<file path="config.mk">
export PLATFORM = sky130hd
export DESIGN_NAME = bounded_positional_list
export DESIGN_NICKNAME = d
export VERILOG_FILES = /design/src/hdl/bpl_pkg.sv /design/src/hdl/bounded_positional_list.sv
export SDC_FILE = /design/constraint.sdc
export NUM_CORES = 1
export LEC_CHECK = 0
export ABC_CLOCK_PERIOD_IN_PS = 12900
export BUFFER_PORTS_ARGS = -buffer_cell sky130_fd_sc_hd__buf_4
export CAP_MARGIN = 20
export CORE_MARGIN = 2
export CORE_UTILIZATION = 50
export DETAILED_ROUTE_END_ITERATION = 6
export PLACE_DENSITY = 0.78
export SYNTH_ARGS = -nofsm -noshare
export SYNTH_HDL_FRONTEND = slang
export SYNTH_SLANG_ARGS = --single-unit
</file>
<file path="constraint.sdc">
create_clock -name clk -period 12.9 [get_ports clk]
set_input_delay 1.29 -clock clk [delete_from_list [all_inputs] [get_ports clk]]
set_output_delay 1.29 -clock clk [all_outputs]
set_load 0.1 [all_outputs]
</file>
<file path="src/hdl/bpl_pkg.sv">
// Shared types and constants for the bounded positional list.
`default_nettype none

package bpl_pkg;

    localparam int LEN_W    = 5;   // element count and capacity width
    localparam int VAL_W    = 32;  // element width
    localparam int ACT_W    = 3;
    localparam int POS_W    = 7;
    localparam int STAT_W   = 2;

    localparam int S_TDATA_W = 48; // 42 bits of fields, padded to bytes
    localparam int M_TDATA_W = 40; // 39 bits of fields, padded to bytes

    localparam logic [LEN_W-1:0] CAP_RESET = 5'd16;

    // action codes
    localparam logic [ACT_W-1:0] ACT_INS_FRONT = 3'd0;
    localparam logic [ACT_W-1:0] ACT_INS_END   = 3'd1;
    localparam logic [ACT_W-1:0] ACT_INS_POS   = 3'd2;
    localparam logic [ACT_W-1:0] ACT_DEL_FRONT = 3'd3;
    localparam logic [ACT_W-1:0] ACT_DEL_END   = 3'd4;
    localparam logic [ACT_W-1:0] ACT_DEL_POS   = 3'd5;
    localparam logic [ACT_W-1:0] ACT_LIST      = 3'd6;

    // status codes
    localparam logic [STAT_W-1:0] ST_OK    = 2'd0;
    localparam logic [STAT_W-1:0] ST_FULL  = 2'd1;
    localparam logic [STAT_W-1:0] ST_EMPTY = 2'd2;
    localparam logic [STAT_W-1:0] ST_RANGE = 2'd3;

endpackage

`default_nettype wire

</file>
<file path="src/hdl/bounded_positional_list.sv">
// Bounded positional list: ordered list of signed 32-bit values in one RAM.
//
//  channel  | dir | handshake                | payload
//  ---------+-----+--------------------------+----------------------------------------
//  s_axis   | in  | s_axis_tvalid/tready     | action, element_value, position
//  m_axis   | out | m_axis_tvalid/tready     | status, item_value, list_length; tlast
//  cfg      | in  | cfg_wr_en (no wait)      | capacity_limit
//
// Shifting: an insert or delete moves the elements behind its index one at a time,
//   then finishes; a rejected or no-op action goes straight to the finish step, and a
//   listing reads and emits one element at a time. Each moved element costs one RAM
//   read and one RAM write, since the list RAM has one read and one write port, read
//   data registered.
// Reset: element count clears to zero, capacity to 16. The RAM is not cleared;
//   only entries below the count are ever read.
// Stalls: s_axis_tready is high only while idle. One output register holds a
//   finished result; the block waits in its finish or emit step while that is full.
`default_nettype none

module bounded_positional_list
    import bpl_pkg::*;
#(
    parameter int LIST_DEPTH = 16
) (
    input  wire logic                  clk,
    input  wire logic                  rst_n,

    input  wire logic                  s_axis_tvalid,
    output logic                       s_axis_tready,
    // [2:0] action, [34:3] element_value, [41:35] position, [47:42] zero
    input  wire logic [S_TDATA_W-1:0]  s_axis_tdata,

    output logic                       m_axis_tvalid,
    input  wire logic                  m_axis_tready,
    // [1:0] status, [33:2] item_value, [38:34] list_length, [39] zero
    output logic [M_TDATA_W-1:0]       m_axis_tdata,
    output logic                       m_axis_tlast,   // last_item

    input  wire logic                  cfg_wr_en,
    input  wire logic [LEN_W-1:0]      cfg_wr_data     // capacity_limit
);

    // AW: RAM address width; PW: pointer width, holds the count and the depth
    localparam int AW = (LIST_DEPTH > 1) ? $clog2(LIST_DEPTH) : 1;
    localparam int DW = $clog2(LIST_DEPTH + 1);
    localparam int PW = (DW > LEN_W) ? DW : LEN_W;
    localparam logic [PW-1:0] DEPTH_V = PW'(LIST_DEPTH);

    typedef enum logic [2:0] {
        S_IDLE,
        S_SH_RD,   // read the element to move
        S_SH_WR,   // write it one place over
        S_FIN,     // update count, place new value, emit result
        S_L_RD,    // read next element for listing
        S_L_EMIT   // emit it
    } state_t;

    state_t                 state_reg;
    logic [LEN_W-1:0]       cnt_reg;
    logic [LEN_W-1:0]       cap_reg;
    logic [PW-1:0]          ptr_reg;
    logic [PW-1:0]          idx_reg;
    logic [VAL_W-1:0]       value_reg;
    logic                   ins_reg;
    logic                   del_reg;
    logic [STAT_W-1:0]      stat_reg;

    logic                   m_valid_reg;
    logic [STAT_W-1:0]      m_status_reg;
    logic [VAL_W-1:0]       m_item_reg;
    logic                   m_last_reg;
    logic [LEN_W-1:0]       m_len_reg;

    // list RAM
    logic [VAL_W-1:0]       mem [LIST_DEPTH];
    logic [VAL_W-1:0]       rd_data_reg;
    logic                   rd_en;
    logic [AW-1:0]          rd_addr;
    logic                   wr_en;
    logic [AW-1:0]          wr_addr;
    logic [VAL_W-1:0]       wr_data;

    // input fields
    logic [ACT_W-1:0]       in_action;
    logic [VAL_W-1:0]       in_value;
    logic [POS_W-1:0]       in_pos;

    // decode of the incoming action
    logic                   full;
    logic                   empty;
    logic [PW-1:0]          cnt_ext;
    logic [POS_W:0]         pos_ext;
    logic [POS_W:0]         cnt_pos;
    logic [PW-1:0]          pos_idx;
    logic [STAT_W-1:0]      dec_status;
    logic                   dec_ins;
    logic                   dec_del;
    logic                   dec_list;
    logic [PW-1:0]          dec_idx;

    logic                   accept;
    logic                   out_free;
    logic                   out_load;
    logic [PW-1:0]          dst_ptr;
    logic                   list_last;

    assign in_action = s_axis_tdata[2:0];
    assign in_value  = s_axis_tdata[34:3];
    assign in_pos    = s_axis_tdata[41:35];

    assign s_axis_tready = (state_reg == S_IDLE);
    assign accept        = s_axis_tvalid && s_axis_tready;
    assign out_free      = !m_valid_reg || m_axis_tready;
    // a new result goes into the output register this cycle
    assign out_load      = out_free && ((state_reg == S_FIN) || (state_reg == S_L_EMIT));

    assign cnt_ext  = PW'(cnt_reg);
    assign pos_ext  = {1'b0, in_pos};
    assign cnt_pos  = (POS_W + 1)'(cnt_reg);
    assign pos_idx  = PW'(in_pos - POS_W'(1));
    // effective capacity is min(capacity_limit, LIST_DEPTH)
    assign full     = (cnt_ext >= PW'(cap_reg)) || (cnt_ext >= DEPTH_V);
    assign empty    = (cnt_reg == '0);

    always_comb
    begin
        dec_status = ST_OK;
        dec_ins    = 1'b0;
        dec_del    = 1'b0;
        dec_list   = 1'b0;
        dec_idx    = '0;
        unique case (in_action)
            ACT_INS_FRONT:
            begin
                if (full) dec_status = ST_FULL;
                else      dec_ins    = 1'b1;
            end
            ACT_INS_END:
            begin
                if (full)
                    dec_status = ST_FULL;
                else
                begin
                    dec_ins = 1'b1;
                    dec_idx = cnt_ext;
                end
            end
            ACT_INS_POS:
            begin
                priority if (full)
                    dec_status = ST_FULL;
                else if (in_pos <= POS_W'(1))
                    dec_ins = 1'b1;
                else if (pos_ext > cnt_pos + (POS_W + 1)'(1))
                    dec_status = ST_RANGE;
                else
                begin
                    dec_ins = 1'b1;
                    dec_idx = pos_idx;
                end
            end
            ACT_DEL_FRONT:
            begin
                if (empty) dec_status = ST_EMPTY;
                else       dec_del    = 1'b1;
            end
            ACT_DEL_END:
            begin
                if (empty)
                    dec_status = ST_EMPTY;
                else
                begin
                    dec_del = 1'b1;
                    dec_idx = cnt_ext - PW'(1);
                end
            end
            ACT_DEL_POS:
            begin
                priority if (empty)
                    dec_status = ST_EMPTY;
                else if (in_pos == '0 || pos_ext > cnt_pos)
                    dec_status = ST_RANGE;
                else
                begin
                    dec_del = 1'b1;
                    dec_idx = pos_idx;
                end
            end
            ACT_LIST:
            begin
                if (empty) dec_status = ST_EMPTY;
                else       dec_list   = 1'b1;
            end
            default:
            begin
                dec_status = ST_OK;   // unused code: no change, one result
            end
        endcase
    end

    // shift direction: insert moves elements back, delete moves them forward
    assign dst_ptr   = ins_reg ? (ptr_reg + PW'(1)) : (ptr_reg - PW'(1));
    assign list_last = (ptr_reg == cnt_ext - PW'(1));

    assign rd_en   = (state_reg == S_SH_RD) || (state_reg == S_L_RD);
    assign rd_addr = ptr_reg[AW-1:0];
    assign wr_en   = (state_reg == S_SH_WR) ||
                     ((state_reg == S_FIN) && out_free && ins_reg);
    assign wr_addr = (state_reg == S_SH_WR) ? dst_ptr[AW-1:0] : idx_reg[AW-1:0];
    assign wr_data = (state_reg == S_SH_WR) ? rd_data_reg : value_reg;

    always_ff @(posedge clk)
    begin
        if (rd_en)
            rd_data_reg <= mem[rd_addr];
        if (wr_en)
            mem[wr_addr] <= wr_data;
    end

    always_ff @(posedge clk or negedge rst_n)
    begin
        if (!rst_n)
        begin
            state_reg    <= S_IDLE;
            cnt_reg      <= '0;
            cap_reg      <= CAP_RESET;
            ptr_reg      <= '0;
            idx_reg      <= '0;
            value_reg    <= '0;
            ins_reg      <= 1'b0;
            del_reg      <= 1'b0;
            stat_reg     <= ST_OK;
            m_valid_reg  <= 1'b0;
            m_status_reg <= ST_OK;
            m_item_reg   <= '0;
            m_last_reg   <= 1'b0;
            m_len_reg    <= '0;
        end
        else
        begin
            if (cfg_wr_en)
                cap_reg <= cfg_wr_data;

            if (m_valid_reg && m_axis_tready && !out_load)
                m_valid_reg <= 1'b0;

            unique case (state_reg)
                S_IDLE:
                begin
                    if (accept)
                    begin
                        value_reg <= in_value;
                        idx_reg   <= dec_idx;
                        ins_reg   <= dec_ins;
                        del_reg   <= dec_del;
                        stat_reg  <= dec_status;
                        priority if (dec_list)
                        begin
                            ptr_reg   <= '0;
                            state_reg <= S_L_RD;
                        end
                        else if (dec_ins && cnt_ext > dec_idx)
                        begin
                            ptr_reg   <= cnt_ext - PW'(1);
                            state_reg <= S_SH_RD;
                        end
                        else if (dec_del && (dec_idx + PW'(1)) < cnt_ext)
                        begin
                            ptr_reg   <= dec_idx + PW'(1);
                            state_reg <= S_SH_RD;
                        end
                        else
                            state_reg <= S_FIN;
                    end
                end
                S_SH_RD:
                begin
                    state_reg <= S_SH_WR;
                end
                S_SH_WR:
                begin
                    priority if (ins_reg && ptr_reg == idx_reg)
                        state_reg <= S_FIN;
                    else if (!ins_reg && ptr_reg == cnt_ext - PW'(1))
                        state_reg <= S_FIN;
                    else
                    begin
                        ptr_reg   <= ins_reg ? (ptr_reg - PW'(1)) : (ptr_reg + PW'(1));
                        state_reg <= S_SH_RD;
                    end
                end
                S_FIN:
                begin
                    if (out_free)
                    begin
                        m_valid_reg  <= 1'b1;
                        m_status_reg <= stat_reg;
                        m_item_reg   <= '0;
                        m_last_reg   <= 1'b1;
                        priority if (ins_reg)
                        begin
                            cnt_reg   <= cnt_reg + LEN_W'(1);
                            m_len_reg <= cnt_reg + LEN_W'(1);
                        end
                        else if (del_reg)
                        begin
                            cnt_reg   <= cnt_reg - LEN_W'(1);
                            m_len_reg <= cnt_reg - LEN_W'(1);
                        end
                        else
                            m_len_reg <= cnt_reg;
                        state_reg <= S_IDLE;
                    end
                end
                S_L_RD:
                begin
                    state_reg <= S_L_EMIT;
                end
                S_L_EMIT:
                begin
                    if (out_free)
                    begin
                        m_valid_reg  <= 1'b1;
                        m_status_reg <= ST_OK;
                        m_item_reg   <= rd_data_reg;
                        m_last_reg   <= list_last;
                        m_len_reg    <= cnt_reg;
                        if (list_last)
                            state_reg <= S_IDLE;
                        else
                        begin
                            ptr_reg   <= ptr_reg + PW'(1);
                            state_reg <= S_L_RD;
                        end
                    end
                end
                default:
                begin
                    state_reg <= S_IDLE;
                end
            endcase
        end
    end

    assign m_axis_tvalid = m_valid_reg;
    assign m_axis_tlast  = m_last_reg;
    assign m_axis_tdata  = {1'b0, m_len_reg, m_item_reg, m_status_reg};

`ifndef SYNTHESIS
    // count never goes past the RAM depth
    a_cnt_bound: assert property (@(posedge clk) disable iff (!rst_n)
        cnt_ext <= DEPTH_V)
        else $error("element count exceeds list depth");

    // count moves only in the finish step
    a_cnt_only_fin: assert property (@(posedge clk) disable iff (!rst_n)
        (state_reg != S_FIN) |=> (cnt_reg == $past(cnt_reg)))
        else $error("element count changed outside finish step");

    // count moves by at most one per action
    a_cnt_step: assert property (@(posedge clk) disable iff (!rst_n)
        (cnt_reg == $past(cnt_reg)) || (cnt_reg == $past(cnt_reg) + LEN_W'(1)) ||
        (cnt_reg == $past(cnt_reg) - LEN_W'(1)))
        else $error("element count jumped");

    // RAM reads stay inside the occupied part of the list
    a_rd_in_list: assert property (@(posedge clk) disable iff (!rst_n)
        rd_en |-> (ptr_reg < cnt_ext))
        else $error("read beyond end of list");

    // a result is loaded only when the output register has room
    a_no_overwrite: assert property (@(posedge clk) disable iff (!rst_n)
        (m_valid_reg && !m_axis_tready && (state_reg == S_FIN || state_reg == S_L_EMIT))
        |=> (state_reg == $past(state_reg)))
        else $error("result loaded while output register full");
`endif

endmodule

`default_nettype wire
</file>
; Yosys cells after proc, flatten, opt, wreduce, memory -nomap -nowiden
; Memories as Yosys holds them, arrays and structs flattened. A register that Yosys moved wholly into a read port is not among the register bits.
; Cells that the tools add are included.
; W data, S select, Z words.
[op_classes]
n_addsub = 7
order_cmp = 7
n_eq_ne = 20
mux = 68
reduce_logical = 34
[op_table]
columns = op, n
row1 = $mux W5, 20
row2 = $mux W32, 3
row3 = $pmux W32 S2, 1
row4 = $mux W2, 12
row5 = $pmux W5 S4, 1
row6 = $pmux W3 S6, 1
row7 = $mux W1, 16
row8 = $add A5 B1 Y5 const B, 3
row9 = $eq A3 B3 Y1 const B, 5
row10 = $mux W3, 5
row11 = $pmux W5 S3, 1
row12 = $sub A5 B1 Y5 const B, 3
row13 = $eq A3 B2 Y1 const B, 4
row14 = $eq A5 B5 Y1, 2
row15 = $logic_and A1 B1 Y1, 10
row16 = $ne A2 B2 Y1 const B, 5
row17 = $pmux W5 S2, 1
row18 = $mux W4, 2
row19 = $pmux W2 S4, 1
row20 = $gt A7 B5 Y1, 1
row21 = $gt A7 B6 Y1, 1
row22 = $le A7 B1 Y1 const B, 1
row23 = $logic_not A7 Y1, 1
row24 = $reduce_and A7 Y1, 1
row25 = 20 further kinds, 35
[totals]
regBits = 100
ramBits = 512
inputBits = 58
output_inout_bits = 43
wordCells = 151
n_memories = 1
[memory_table]
columns = name, words, width, read_ports, rd_clocked_by_memory_dff, write_ports, line
row1 = mem, 16, 32, 1, 1, 1, bounded_positional_list.sv:75  ; logic [VAL_W-1:0] mem [LIST_DEPTH];

; Logic depth before layout (Yosys ltp)
[depth]
ltp_word = 14
ltp_mapped = 23
ltp_nobuf = 21

; Least setup slack after synthesis
; OpenSTA, ideal clock, no wires.
[synth_path]
path_kind = input -> register
from = input port s_axis_tdata[39]
to = register ptr_reg[0]
setup_time_ns = 0.128
arrival_time_ns = 4.661
path_slack_ns = 8.112
path_stages = 17
path_cell_list = ha_1 a2111oi_0 a21oi_1 nor4_1 o21ai_1 nand2_1 ha_1 ha_1 nor2b_1 o21a_1 o21a_1 o21ai_0 nand3b_1 o211ai_1 and2_1 buf_2 mux2_1
[synth_via]
elab_chain_len = 11
elab_cells_between_ends = 31
[synth_lines]
columns = item, line
row1 = start: declaration, bounded_positional_list.sv:31  ; input wire logic [S_TDATA_W-1:0] s_axis_tdata,
row2 = $gt A7 B6 Y1 (tied with other cells), bounded_positional_list.sv:154  ; else if (pos_ext > cnt_pos + (POS_W + 1)'(1))
row3 = $mux W5 or $logic_or A1 B1 Y1 (tied branches), "bounded_positional_list.sv:154, bounded_positional_list.sv:181"
row4 = $mux W5 (on tied branches), "bounded_positional_list.sv:152, bounded_positional_list.sv:181"
row5 = $mux W5 (on tied branches), "bounded_positional_list.sv:150, bounded_positional_list.sv:179"
row6 = $pmux W5 S4 (*), bounded_positional_list.sv:132  ; unique case (in_action)
row7 = via dec_idx[0], bounded_positional_list.sv:99  ; logic [PW-1:0] dec_idx;
row8 = branches (longest 6 deep; another with $add A5 B1 Y5), -
row9 = end signal: assignment, bounded_positional_list.sv:264  ; ptr_reg <= cnt_ext - PW'(1);
row10 = end signal: assignment, bounded_positional_list.sv:269  ; ptr_reg <= dec_idx + PW'(1);
row11 = end signal: assignment, bounded_positional_list.sv:288  ; ptr_reg <= ins_reg ? (ptr_reg - PW'(1)) : (ptr_reg + PW'(1));
row12 = end: declaration, bounded_positional_list.sv:61  ; logic [PW-1:0] ptr_reg;
; Mark *: on every way through the listed nets, which the timed path passes. The select of a mux whose other input is x is not followed.
; A chain may end at the register's enable or synchronous reset.

; Worst setup path in the final report
[layout_path]
from = register cnt_reg[2] (netlist: cnt_ext[2])
to = register ptr_reg[0]
[layout_via]
elab_chain_len = 12
elab_cells_between_ends = 43
[layout_lines]
columns = item, line
row1 = start: declaration, bounded_positional_list.sv:59  ; logic [LEN_W-1:0] cnt_reg;
row2 = start signal: assignment, bounded_positional_list.sv:302  ; cnt_reg <= cnt_reg + LEN_W'(1);
row3 = start signal: assignment, bounded_positional_list.sv:307  ; cnt_reg <= cnt_reg - LEN_W'(1);
row4 = $add A5 B1 Y6, bounded_positional_list.sv:154
row5 = $gt A7 B6 Y1, bounded_positional_list.sv:154
row6 = $mux W5, bounded_positional_list.sv:154
row7 = $mux W5, bounded_positional_list.sv:152  ; else if (in_pos <= POS_W'(1))
row8 = $mux W5, bounded_positional_list.sv:150  ; priority if (full)
row9 = $pmux W5 S4 (*), bounded_positional_list.sv:132
row10 = via dec_idx[0], bounded_positional_list.sv:99
row11 = branches (longest 6 deep; another with $add A5 B1 Y5), -
; Marks and branches as above.

==> reports/results.tsv <==
metric	value	unit
outcome	finished clean	
Leak	10.60	nW
Syn Inst Count	1496	
gpl congestion	0.8503	
CP Max Fanout	11	
yosys synthesis warning count	0	
area grow syn2layout	14.57	%
Fin Hold WS	476.2	ps
filler instances	3809	
mux contribution to synthesized area	14.13	%
Placed Instance Area	0.02791	mm²
register bit total from synthesis	644	
crit path DAT	5970	ps
CTS H-Tree Depth	2	
CTS Buf Count	61	
core area	0.05234	mm²
Worst Tran Pin Value	1109	ps
clock latency on the worst-skew pair	630	ps
largest family of logic cells by synthesized area	multiplexers	
Resize count post-CTS	0	
Slowest cell on crit path	dfrtp_1	
worst path buffer plus inverter count	1	
Rows	84	
Residual DRC	0	
clk buf depth	3	
fmax	182.9	MHz
dpl hpwl	31600	µm
largest area contributor in the netlist	edfxtp_1	
Setup Viol. Count Final	0	
Reg area	0.01885	mm²
final non-filler cell total	2343	
cts hold-fix bufs	0	
VDD IR-drop max	150.5	µV
GRT Util Overall	22.91	%
minimum clock period	5468	ps
cells along the critical path	inv_1 -> nor3_1 -> nand3_1 -> ha_1 -> nand4b_1 -> a21o_1 -> a21oi_1 -> nor3_2 -> o21ai_1 -> nand2_1 -> ha_1 -> ha_1 -> nor2b_1 -> o21a_1 -> o21a_1 -> o21ai_0 -> nand3b_1 -> o211ai_1 -> and2_1 -> mux2_1	
Critical Path Start Type	flip-flop	
# clock sinks	644	
io pins	101	
Setup Fix Bufs, Post-CTS	0	
fin area	0.03015	mm²
crit end category	flip-flop	
Antenna Cells	0	
final net count	1694	
drt pass-1 iters	5	
PnR Total Power	7.791	mW
Max transition margin	26.09	%
register area share after synthesis	71.60	%
power per cell area	258.4	mW/mm²
simple-gate share of the synthesized area	6.153	%
largest net degree at the start of global routing	72	
gr ovfl total	0	
HP Class	reg -> reg	
critical path's largest stage delay	660	ps
via count	14223	
TritonCTS clock tree	done	
I/O Buffers	93	
synth top area cells	edfxtp_1 (62%), mux4_2 (14%), dfrtp_1 (9.4%)	
First DRT Iteration DRCs	1632	
async set or reset register ratio after synthesis	15.53	%
max-slew violation count	0	
most frequent cells in the layout	edfxtp_1 (544), nand2_1 (246), mux4_2 (160)	
Via density	6.070	
fin crit share	42.39	%
DR WL/cell	26.18	µm
Crit path top cell by count	ha_1	
Die ar.	0.05448	mm²
Syn Std Cell Area	0.02631	mm²
clock skew	25.76	ps
final hold vios	0	
syn avg cell area	17.59	µm²
multi-input logic area	0.007221	mm²
max FFs per register	512	
vias in the first global route	14349	
WP data required	13400	ps
DIE HEIGHT	233.4	µm
Antenna Nets Post-Route	0	
Post-synth top flop	edfxtp_1	
clock tree root driver cell	clkbuf_16	
post-synth top area share	62.08	%
critical path type	reg -> reg	
Crit path max-delay family	compound AO/OA/AOI/OAI gates	
Reg clk slew, reported paths	60	ps
most common cell after layout, fill and taps aside	edfxtp_1	
Max-Cap Viols	0	
layout cells sized above 1	25.56	%
Top reg by flops	mem	
xor and xnor fraction of the mapped netlist area	1.165	%
RSZ-0062 raised after global routing	false	
Post-Synth Adder-Cell Area	1.617	%
Yosys cell types	73	
Initial Util	50.27	%
Sum Neg Setup Slack	0	ps
Syn Nets	1588	
post-synthesis compound-gate area fraction	3.823	%
first-pass GRT wire length	91140	µm
die width	233.4	µm
placed cells	2225	
number of synthesized flops with an enable pin	544	
Total Wirelength	61330	µm
initial antenna violation count	0	
cell families after synthesis:
group,count (synthesis)
multiplexers,171
AND/OR/NAND/NOR,366
other,1
buffers and inverters,100
AO/OA/AOI/OAI,145
adder cells (fa/ha/maj),34
flip-flops,644
XOR/XNOR,35
cell type report:
| type | count | share of cell area [%] |
|---|---|---|
| sequential | 644 | 62.52 |
| tap | 688 | 2.855 |
| inverter | 21 | 0.2615 |
| timing repair buffer | 122 | 3.171 |
| clock buffer | 86 | 5.814 |
| clock inverter | 30 | 1.424 |
| multi-input combinational | 752 | 23.95 |
metrics by stage:
step,worst slack (ps),utilization [%]
after global routing,7152,57.60
after CTS,7444,57.49
final,7432,57.60
after detailed placement,7294,53.33
after global placement,7399,53.33
after floorplan,8112,-
synthesized netlist by cell type, types with 8 or more instances:
master,number
edfxtp_1,544
inv_1,20
nand3_1,8
dfrtp_1,99
xnor2_1,28
a22o_1,36
mux2i_1,8
a21oi_1,21
buf_1,18
nor3_1,11
nor2_1,43
ha_1,34
nand2_1,249
clkbuf_1,52
o21ai_0,33
mux4_2,160
worst min-delay path, stage by stage (launching register included):
cell	delay [ps]
dfrtp_1	340
nand2_1	50
nand2_1	50
path summary, 6_finish.rpt:
| kind | start | endpoint | slack [ps] | depth (start not counted) |
|---|---|---|---|---|
| setup / recovery | cnt_ext[2]$_DFFE_PN0P_ | ptr_reg[0]$_DFFE_PN0P_ | 7430 | 20 |
| hold / removal | value_reg[19]$_DFFE_PN0P_ | value_reg[19]$_DFFE_PN0P_ | 480 | 2 |
| setup reg to reg | cnt_ext[2]$_DFFE_PN0P_ | ptr_reg[0]$_DFFE_PN0P_ | 7430 | 20 |
| hold reg to reg | value_reg[19]$_DFFE_PN0P_ | value_reg[19]$_DFFE_PN0P_ | 480 | 2 |
| max in group asynchronous | rst_n | value_reg[11]$_DFFE_PN0P_ | 11000 | 2 |
| min in group asynchronous | rst_n | del_reg$_DFFE_PN0P_ | 720 | 1 |
per-layer routing:
metal,global-route usage [%],up-vias,wire (µm)
li1,-,6049,-
met1,31.49,7370,24140
met2,37.83,691,30720
met3,4.175,113,4961
met4,6.626,0,1513
met5,0,-,0
where the power goes:
group / switching (mW) / internal, mW / total, mW
Combinational: 1.66 / 0.888 / 2.55
Clock: 0.773 / 1.16 / 1.94
Sequential: 0.261 / 3.04 / 3.31
No activity file was read; power rests on OpenSTA's default activity.
